**src/design/tdlp_pkg.sv**
```systemverilog
package tdlp_pkg;

    localparam int COLUMNS   = 120;
    localparam int BANDS     = 8;
    localparam int LANES     = 8;
    localparam int POSITIONS = COLUMNS * BANDS;
    localparam int POS_W     = $clog2(POSITIONS);

    localparam logic [7:0] DECAY_RESET = 8'd3;
    localparam logic [7:0] LEVEL_MAX   = 8'd255;

    typedef logic [POS_W-1:0] pos_t;

    // Control shared by every lane RAM
    typedef struct packed {
        logic rd_en;
        pos_t rd_addr;
        logic wr_en;
        logic wr_zero;
        pos_t wr_addr;
    } lane_ctrl_t;

endpackage

```
**src/design/tdlp_pack.sv**
```systemverilog
module tdlp_pack (
    input  logic                          clk,
    input  logic                          rst_n,
    input  logic                          load,
    input  logic [tdlp_pkg::LANES-1:0]    lits,
    input  logic                          last,
    input  logic                          byte_stall,
    output logic                          advance,
    output logic                          byte_valid,
    output logic [7:0]                    lcd_byte,
    output logic                          frame_end
);

    import tdlp_pkg::*;

    logic       valid_reg;
    logic       valid_next;
    logic [7:0] byte_reg;
    logic       end_reg;

    assign advance = !valid_reg || !byte_stall;

    always_comb
    begin
        priority if (load)
        begin
            valid_next = 1'b1;
        end
        else if (advance)
        begin
            valid_next = 1'b0;
        end
        else
        begin
            valid_next = valid_reg;
        end
    end

    always_ff @(posedge clk or negedge rst_n)
    begin
        if (!rst_n)
        begin
            valid_reg <= 1'b0;
        end
        else
        begin
            valid_reg <= valid_next;
        end
    end

    // Row k lands at bit k
    always_ff @(posedge clk)
    begin
        if (load)
        begin
            byte_reg <= 8'(lits);
            end_reg  <= last;
        end
    end

    assign byte_valid = valid_reg;
    assign lcd_byte   = byte_reg;
    assign frame_end  = end_reg;

endmodule

```
**config.mk**
```make
export PLATFORM = sky130hd
export DESIGN_NAME = tdlp_pack
export DESIGN_NICKNAME = d
export VERILOG_FILES = /design/src/design/tdlp_pkg.sv /design/src/design/tdlp_pack.sv
export SDC_FILE = /design/constraint.sdc
export NUM_CORES = 1
export LEC_CHECK = 0
export BUFFER_PORTS_ARGS = -buffer_cell sky130_fd_sc_hd__buf_2
export CAP_MARGIN = 20
export CORE_AREA = 2 2 39 41
export CTS_BUF_LIST = sky130_fd_sc_hd__clkbuf_16
export DETAILED_ROUTE_END_ITERATION = 6
export DIE_AREA = 0 0 41 43
export PLACE_DENSITY_LB_ADDON = 0.12
export SYNTH_ARGS = -nofsm -noshare
export SYNTH_HDL_FRONTEND = slang
export SYNTH_SLANG_ARGS = --single-unit
```
**constraint.sdc**
```tcl
create_clock -name clk -period 0.8 [get_ports clk]
set_input_delay 0.04 -clock clk [delete_from_list [all_inputs] [get_ports clk]]
set_output_delay 0.04 -clock clk [all_outputs]
set_load 0.01 [all_outputs]
```
# == Word level (Yosys, flattened, before mapping) ==
# Index checks and enable logic that the tools add are counted.
# classes
mux,2
reduce_logical,4
# ops
op,count
logical NOT 1 bit,2
two-way mux 1 bit,2
nonzero test 2 bit,1
logical OR 1 bit,1
# word_totals
in_bits,13
out_inout_bits,11
regBits,10

# == Logic depth before layout (Yosys ltp) ==
# Gate-level depths: netlist of run 1.
# depth
depth_word,4
depth_mapped,1
ltp_nobuf,1

# == Worst setup path before layout of run 1 ==
# Ideal clock, no wire load.
# synth_path
path_kind,reg-to-reg
startpoint,"reg valid_reg, in the netlist byte_valid"
endpoint,"reg valid_reg, in the netlist byte_valid"
setup_ps,118
path_stages_with_launch,2
arrival_ps,577
period_less_slack_ps,695
required_time_ps,682
setup_slack_ps,105
path_cell_list,dfrtp_1 > a21o_1
# synth_between
elab_chain_cells,3
# synth_lines
item,line,text
start: declaration,tdlp_pack.sv:16,logic valid_reg;
start signal: assignment,tdlp_pack.sv:47,valid_reg <= valid_next;
logical NOT 1 bit,tdlp_pack.sv:21,assign advance = !valid_reg || !byte_stall;
logical OR 1 bit,tdlp_pack.sv:21,
nonzero test 2 bit (no line),--,
# Every way passes these cells.
# A chain may end at the register's enable or synchronous reset.

# == Worst setup path after layout of run 1 ==
# layout_path
startpoint,"reg valid_reg, in the netlist byte_valid"
endpoint,out advance
# layout_between
elab_chain_cells,2
# layout_lines
item,line,text
logical NOT 1 bit,tdlp_pack.sv:21,
logical OR 1 bit,tdlp_pack.sv:21,
end: declaration,tdlp_pack.sv:8,"output logic advance,"
# Every way passes these cells.

==> impl_metrics.yaml, run 1 <==
setup_path:
  startpoint_type: "flip-flop"
  path_max_fanout: 3
  critical_path_class: "reg2out"
  r2r_cell_count: 1
  worstPathArrival_ns: 0.80
  required_ns: 0.76
  worst_r2r_startpoint: "byte_valid"
  crit_path_end_kind: "output pin"
  worstSetupStartpoint: "byte_valid"
  worstPathCellList: "nand2_1 > buf_2"
  worst_r2r_endpoint: "byte_valid"
  regToRegSetupSlack_ns: 0.12
  slowest_delay_ns: 0.39
  critPathSlowestCell: "dfrtp_1"
die:
  core_area_um2: 1384
  num_io_pins: 24
  rows: 14
  die_height_um: 43
  die-width_um: 41
  die_area_um2: 1763
  initial_core_util: 0.2215
final_layout:
  insertedDiodeCount: 0
  post-route-util: 0.4485
  fin_nets: 63
  layout-drive-gt1-share: 0.5306
  syn2layout_area_growth_pct: 102.4
logic_synthesis:
  netlist-cell-type-count: 4
  mappedNetlistArea_um2: 306.5
  postSynthCellCount: 12
  synth_area_per_cell_um2: 25.55
  ys_seq_elements: 10
  synth.net_count: 25
  synth_seq_area_share: 0.9633
  yosysWarnings: 0
pwr:
  powerDensity_nw_per_um2: 2636
  ir_worst_vdd_v: 0.001081
  power_leakage_nw: 0.2768
  totalPowerFinal_w: 0.001636
sta:
  setup_ws_ns: -0.03892
  setup-tns-final_ns: -0.04794
  worstMarginPinSlew_ns: 0.2164
  layout_min_cycle_time_ns: 0.8389
  setup_viol: 2
  hold_violations: 0
  fin_skew_ns: 0
  grt_setup_unrepaired: "yes"
  fin_max_slew_vios: 0
  fmax_mhz: 1192
  slew_headroom: 0.8558
  post-route-period-util: 1.049
clock_tree:
  worst_setup_hold_path_clk_slew_ns: 0.04
  cts_inserted_buffers: 3
  worst_skew_pair.late_latency_ns: 0.23
  clock_sink_count: 10
  clock_tree_from_tritoncts: "built"
  cts_setup_buffers: 0
  cts_buffer_depth: 2
  clock-root-buffer: "clkbuf_16"
  h-tree-depth: 1
hold_path:
  worst_hold_path_type: "in2reg"
  hold_end: "byte_valid"
  hold_path.startpoint: "byte_stall"
  timing.hold.worst_path_depth: 2
drt:
  dr_total_vias: 251
  drt_wl_total_um: 654
  remaining_drc_errors: 0
  drt_iter0_markers: 5
  drt_pre_antenna_iters: 2
  detail-route-antenna-nets: 0
  route.detailed.vias_per_inst: 3.862
  route.detailed.wl_per_inst_um: 10.06
status:
  failed_checks: "negative setup slack"
  run_status: "finished, violations left"
job:
  cap_viol_max_count: 0
placement:
  port-buffer-count: 23
  dp_slack_ns: 0.1320
  gpl.final_weighted_congestion: 0.5261
global_route:
  antenna_found_initial: 0
  grt_pass1_vias: 281
  overflow: 0
  global_route.usage.total: 0.09826
  grt_start_max_net_pins: 11
  global_route_wire_length_before_repair_mm: 1.062
[how the worst max path moves through the flow]
stage | slack, ns | end
2_1_floorplan | 0.10 | byte_valid
3_3_place_gp | 0.15 | byte_valid
3_5_place_dp | 0.13 | byte_valid
4_1_cts | -0.04 | advance
5_1_grt | -0.08 | advance
6_report | -0.04 | advance
[power breakdown]
part,leakage [nW],total [W],internal (W),switching [W]
Sequential,0.0988,0.000628,0.000617,0.0000108
Combinational,0.139,0.000143,0.0000824,0.0000605
Clock,0.0385,0.000865,0.000653,0.000212
Total,0.277,0.00164,0.00135,0.000283
[metrics by stage]
step | area, um2 | cells | hold WS [ns]
floorplan | 306.5 | 12 | -0.2556
global placement | 441.7 | 51 | -0.1850
detailed placement | 441.7 | 51 | -0.1803
CTS | 620.6 | 65 | 0.02962
global route | 620.6 | 65 | 0.04212
finish | 620.6 | 65 | 0.03270
[what timing repair did]
item                                    4_1_cts  5_1_grt
endpoints found under the setup margin        2        5
hold buffers                                 10        0
gates resized for setup                       0        0
endpoints found under the hold margin        10        0
gates cloned                                  0        0
pin swaps                                     1        0
[layout by cell type (no fill, tap or decap)]
cell type,n
clkbuf_16,3
buf_2,23
clkinv_1,1
a21o_1,1
dlygate4sd3_1,10
edfxtp_1,9
nand2_1,1
dfrtp_1,1
[sequential cells by signal (all words and copies together) (netlist names)]
name	flops
frame_end	1
byte_valid	1
lcd_byte	8
[worst max-delay path: cells and delay by family, from the launching register on]
| family | cells | cell delay [ns] |
|---|---|---|
| flip-flops | 1 | 0.39 |
| buffers and inverters | 1 | 0.12 |
| AND/OR/NAND/NOR | 1 | 0.06 |
[final cells by class]
class	count	area [um2]
tap	16	20.02
fill	125	763.2
clock buffer	3	75.07
timing repair buffer	33	215.2
multi-input combinational	2	11.26
sequential	10	295.3
clock inverter	1	3.754
[per-layer routing]
metal	GRT usage	wire length, um
met1	0.08219	221
met2	0.1594	369
met3	0.04712	63
met4	0.08000	0
met5	0	0
[cells by family after synthesis]
group            synth area share
AO/OA/AOI/OAI             0.02450
flip-flops                 0.9633
AND/OR/NAND/NOR           0.01223
[cells in the mapped netlist (all sizes together)]
cell	n	area, um2
a21o	1	7.510
dfrtp	1	25.02
edfxtp	9	270.3
nand2	1	3.750
No activity file was read; power rests on OpenSTA's default activity.
==> inputs of run 2 (changes only) <==
==> constraint.sdc (replaced) <==
create_clock -name clk -period 0.8 [get_ports clk]
set_input_delay 0.16 -clock clk [delete_from_list [all_inputs] [get_ports clk]]
set_output_delay 0.16 -clock clk [all_outputs]
set_load 0.01 [all_outputs]
==> impl_metrics.yaml, run 2 (synthesis results as in run 1) <==
status:
  run_status: "finished, violations left"
  failed_checks: "negative setup slack"
final_layout:
  largest_register_ffs: 8
  nFillCells: 129
  fin_nets: 54
  insertedDiodeCount: 0
  final_cell_mix: "buf_2 (23), edfxtp_1 (9), clkbuf_16 (3)"
  syn2layout_area_growth_pct: 73.06
  layout-drive-gt1-share: 0.6500
  final_common_cell: "buf_2"
clock_tree:
  clock-root-buffer: "clkbuf_16"
  clock_tree_from_tritoncts: "built"
  cts_inserted_buffers: 3
  h-tree-depth: 1
  clock_sink_count: 10
  worst_setup_hold_path_clk_slew_ns: 0.04
  cts_repair_resize_count: 0
  worst_skew_pair.late_latency_ns: 0.23
  cts_buffer_depth: 2
  cts_setup_buffers: 0
drt:
  drt_pre_antenna_iters: 2
  dr_total_vias: 220
  drt_iter0_markers: 3
  detail-route-antenna-nets: 0
  remaining_drc_errors: 0
  drt_wl_total_um: 614
  route.detailed.wl_per_inst_um: 10.96
  route.detailed.vias_per_inst: 3.929
die:
  core_area_um2: 1384
  num_io_pins: 24
  initial_core_util: 0.2215
  die-width_um: 41
  rows: 14
  die_height_um: 43
  die_area_um2: 1763
sta:
  setup_ws_ns: -0.1562
  fin_skew_ns: 0
  fmax_mhz: 1046
  fin_max_slew_vios: 0
  slew_headroom: 0.8550
  worstMarginPinSlew_ns: 0.2175
  layout_min_cycle_time_ns: 0.9562
  hold_violations: 0
  setup_viol: 11
  grt_setup_unrepaired: "yes"
  hold-worst-slack_ns: 0.09708
  post-route-period-util: 1.195
placement:
  port-buffer-count: 23
  dp_slack_ns: 0.09424
  gpl.final_weighted_congestion: 0.5261
setup_path:
  worst_r2r_startpoint: "byte_valid"
  worstSetupStartpoint: "byte_valid"
  slowest_delay_ns: 0.39
  timing.critical_path.depth: 2
  critical_path_class: "reg2out"
  r2r_cell_count: 1
  worstSetupEndpoint: "advance"
  worst_r2r_endpoint: "byte_valid"
  startpoint_type: "flip-flop"
  crit_buf_inv: 1
  required_ns: 0.64
  critPathSlowestCell: "dfrtp_1"
  critPathTopFamily: "flip-flops"
  worstPathCellList: "nand2_1 > buf_2"
  regToRegSetupSlack_ns: 0.12
  path_max_fanout: 3
  crit_path_end_kind: "output pin"
  worstPathArrival_ns: 0.80
global_route:
  global_route_wire_length_before_repair_um: 972
  grt_start_max_net_pins: 11
  overflow: 0
  global_route.usage.total: 0.09417
  grt_pass1_vias: 243
  antenna_found_initial: 0
pwr:
  power_leakage_nw: 0.2392
  powerDensity_nw_per_um2: 3048
  ir_worst_vdd_v: 0.001108
hold_path:
  worst_hold_path_type: "in2reg"
job:
  cap_viol_max_count: 0
[run 2: changes by cell type in the layout (fill, tap and decap cells not counted)]
cell,delta
dlygate4sd3_1,-9
[run 2: how the worst min path moves through the flow]
stage / from / endpoint / slack [ns] / cells after the start
detailed placement: rst_n / byte_valid / -0.06 / 1
CTS: last / frame_end / 0.1 / 1
finish: last / frame_end / 0.1 / 1
global route: lits[3] / lcd_byte[3] / 0.1 / 1
floorplan: rst_n / byte_valid / -0.14 / 0
global placement: rst_n / byte_valid / -0.06 / 1
[run 2: where the power goes]
part           switching [W]  total, W  internal (W)
clock network       0.000226  0.000880      0.000654
logic              0.0000554  0.000109     0.0000539
registers          0.0000106  0.000628      0.000617
[run 2: layer usage]
layer	GRT usage	vias up	share of wire
met3	0.04712	2	0.10
met2	0.1406	17	0.55
met5	0	-	0
li1	-	101	-
met1	0.07877	100	0.32
met4	0.1000	0	0.023
[run 2: through the flow]
step           total power (W)  setup TNS (ns)  cells    util  area [um2]
2_1_floorplan        0.0006661               0     12       -       306.5
3_3_place_gp         0.0007384               0     51  0.3192       441.7
3_5_place_dp         0.0007445               0     51  0.3192       441.7
4_1_cts               0.001636          -1.181     56  0.3834       530.5
5_1_grt               0.001677          -1.381     56  0.3834       530.5
6_report              0.001617          -1.082     56  0.3834       530.5
[run 2: final cells by class]
cell class	count	area (um2)	share of cell area
Clock buffer	3	75.07	0.1415
Clock inverter	1	3.754	0.007075
Multi-Input combinational cell	2	11.26	0.02123
Sequential cell	10	295.3	0.5566
Tap cell	16	20.02	0.03774
Timing Repair Buffer	24	125.1	0.2358
[run 2: what timing repair did]
| item | 4_1_cts | 5_1_grt |
|---|---|---|
| hold endpoints to repair | 1 | 0 |
| pin swaps | 1 | 0 |
| gates cloned | 0 | 0 |
| hold buffers | 1 | 0 |
| endpoints found under the setup margin | 11 | 11 |
==> inputs of run 3 (changes only) <==
Settings changed: CELL_PAD_IN_SITES_DETAIL_PLACEMENT set to 1, CELL_PAD_IN_SITES_GLOBAL_PLACEMENT set to 1.
==> impl_metrics.yaml, run 3 (synthesis results as in run 1) <==
status:
  run_status: "finished, violations left"
  failed_checks: "negative setup slack"
setup_path:
  regToRegSetupSlack_ns: -0.09
  worst_r2r_startpoint: "byte_valid"
  crit_path_end_kind: "output pin"
  critical_path_class: "reg2out"
  worst_r2r_endpoint: "byte_valid"
  startpoint_type: "flip-flop"
  path_max_fanout: 3
  r2r_cell_count: 3
  required_ns: 0.64
  worstSetupStartpoint: "byte_valid"
  worstPathArrival_ns: 0.80
pwr:
  power_leakage_nw: 0.2521
  switching_power_w: 0.0002843
  powerDensity_nw_per_um2: 2963
  power_switching_share: 0.1759
  ir_worst_vdd_v: 0.001181
  p_seq_frac: 0.388
  clock_power_share: 0.538
  power.share.combinational: 0.074
  power.internal_w: 0.001332
clock_tree:
  clock_tree_from_tritoncts: "built"
  worst_setup_hold_path_clk_slew_ns: 0.04
  h-tree-depth: 1
  cts_inserted_buffers: 3
  cts_buffer_depth: 2
  clock_sink_count: 10
  worst_skew_pair.late_latency_ns: 0.23
  clock-root-buffer: "clkbuf_16"
final_layout:
  insertedDiodeCount: 0
  layout-drive-gt1-share: 0.6667
  largest_register_ffs: 8
  syn2layout_area_growth_pct: 77.96
  final_cell_mix: "buf_2 (23), edfxtp_1 (9), clkbuf_16 (3)"
  fin_nets: 56
  design_area_um2: 545.5
  final_common_cell: "buf_2"
die:
  die_area_um2: 1763
  num_io_pins: 24
  core_area_um2: 1384
  die-width_um: 41
  initial_core_util: 0.2215
  die_height_um: 43
  rows: 14
global_route:
  global_route.usage.total: 0.1071
  grt_pass1_vias: 270
  antenna_found_initial: 0
  global_route_wire_length_before_repair_mm: 1.097
  overflow: 0
  grt_start_max_net_pins: 11
drt:
  drt_pre_antenna_iters: 1
  drt_iter0_markers: 0
  detail-route-antenna-nets: 0
  route.detailed.wl_per_inst_um: 11.97
  drt_wl_total_um: 694
  dr_total_vias: 217
  remaining_drc_errors: 0
  route.detailed.vias_per_inst: 3.741
job:
  cap_viol_max_count: 0
sta:
  hold_violations: 0
  setup_ws_ns: -0.1643
  slew_headroom: 0.8587
  post-route-period-util: 1.205
  fmax_mhz: 1037
  grt_setup_unrepaired: "yes"
  setup_viol: 12
  fin_skew_ns: 0
  layout_min_cycle_time_ns: 0.9643
  fin_max_slew_vios: 0
  worstMarginPinSlew_ns: 0.2120
hold_path:
  hold_path.startpoint: "lits[5]"
  worst_hold_path_type: "in2reg"
  hold_end: "lcd_byte[5]"
  timing.hold.worst_path_depth: 1
placement:
  gpl.final_weighted_congestion: 0.5321
  dpl_cell_area_um2: 441.7
  dp_slack_ns: 0.05691
  port-buffer-count: 23
  dp_hpwl_um: 505.7
-- run 3: changes by cell type in the layout (fill, tap and decap cells not counted) --
cell      before  now
inv_1          0    1
clkinv_1       1    0
buf_4          0    2
-- run 3: repair_timing --
item                                    4_1_cts  5_1_grt
hold endpoints to repair                      1        0
endpoints found under the setup margin       11       12
resized for setup                             0        0
setup buffers                                 1        1
pin swaps                                     1        1
hold buffers                                  1        0
-- run 3: through the flow --
step / hold slack (ns) / utilization / cells / TNS [ns] / power (W)
after floorplan: -0.1356 / - / 12 / 0 / 0.0006661
after global placement: -0.06608 / 0.3192 / 51 / 0 / 0.0007384
after detailed placement: -0.06452 / 0.3192 / 51 / 0 / 0.0007447
after CTS: 0.09357 / 0.3888 / 57 / -1.167 / 0.001644
after global routing: 0.09499 / 0.3942 / 58 / -1.547 / 0.001690
final: 0.09895 / 0.3942 / 58 / -1.141 / 0.001616
-- run 3: worst max-delay path by stage --
| stage | slack [ns] | endpoint | cells past startpoint |
|---|---|---|---|
| 2_1_floorplan | 0.10 | byte_valid | 1 |
| 3_3_place_gp | 0.1 | advance | 2 |
| 3_5_place_dp | 0.06 | advance | 2 |
| 4_1_cts | -0.17 | advance | 2 |
| 5_1_grt | -0.20 | advance | 2 |
| 6_report | -0.16 | advance | 2 |
-- run 3: worst max-delay path, cell delays in order (launching register included) --
cell     delay [ns]
dfrtp_1        0.38
nand2_1        0.07
buf_2          0.13
-- run 3: cell type report --
| type | count | area, um2 |
|---|---|---|
| Clock buffer | 3 | 75.07 |
| Clock inverter | 1 | 3.754 |
| Timing Repair Buffer | 26 | 140.1 |
| Tap cell | 16 | 20.02 |
| Fill cell | 153 | 838.3 |
| Multi-Input combinational cell | 2 | 11.26 |
| Sequential cell | 10 | 295.3 |
-- run 3: per-layer routing --
metal  GRT usage  routed length (um)  vias to the layer above
met5           0                   0                        -
li1            -                   -                      105
met4     0.08000                   0                        0
met3     0.05236                  53                        0
met1     0.07458                 179                      101
met2      0.1906                 461                       11
-- run 3: power groups by stage --
stage	clock network [W]	registers (W)	logic, W
2_1_floorplan	0	0.000660	0.00000603
3_3_place_gp	0	0.000633	0.000105
3_5_place_dp	0	0.000636	0.000108
4_1_cts	0.000898	0.000628	0.000118
5_1_grt	0.000924	0.000632	0.000135
6_report	0.000869	0.000627	0.000120
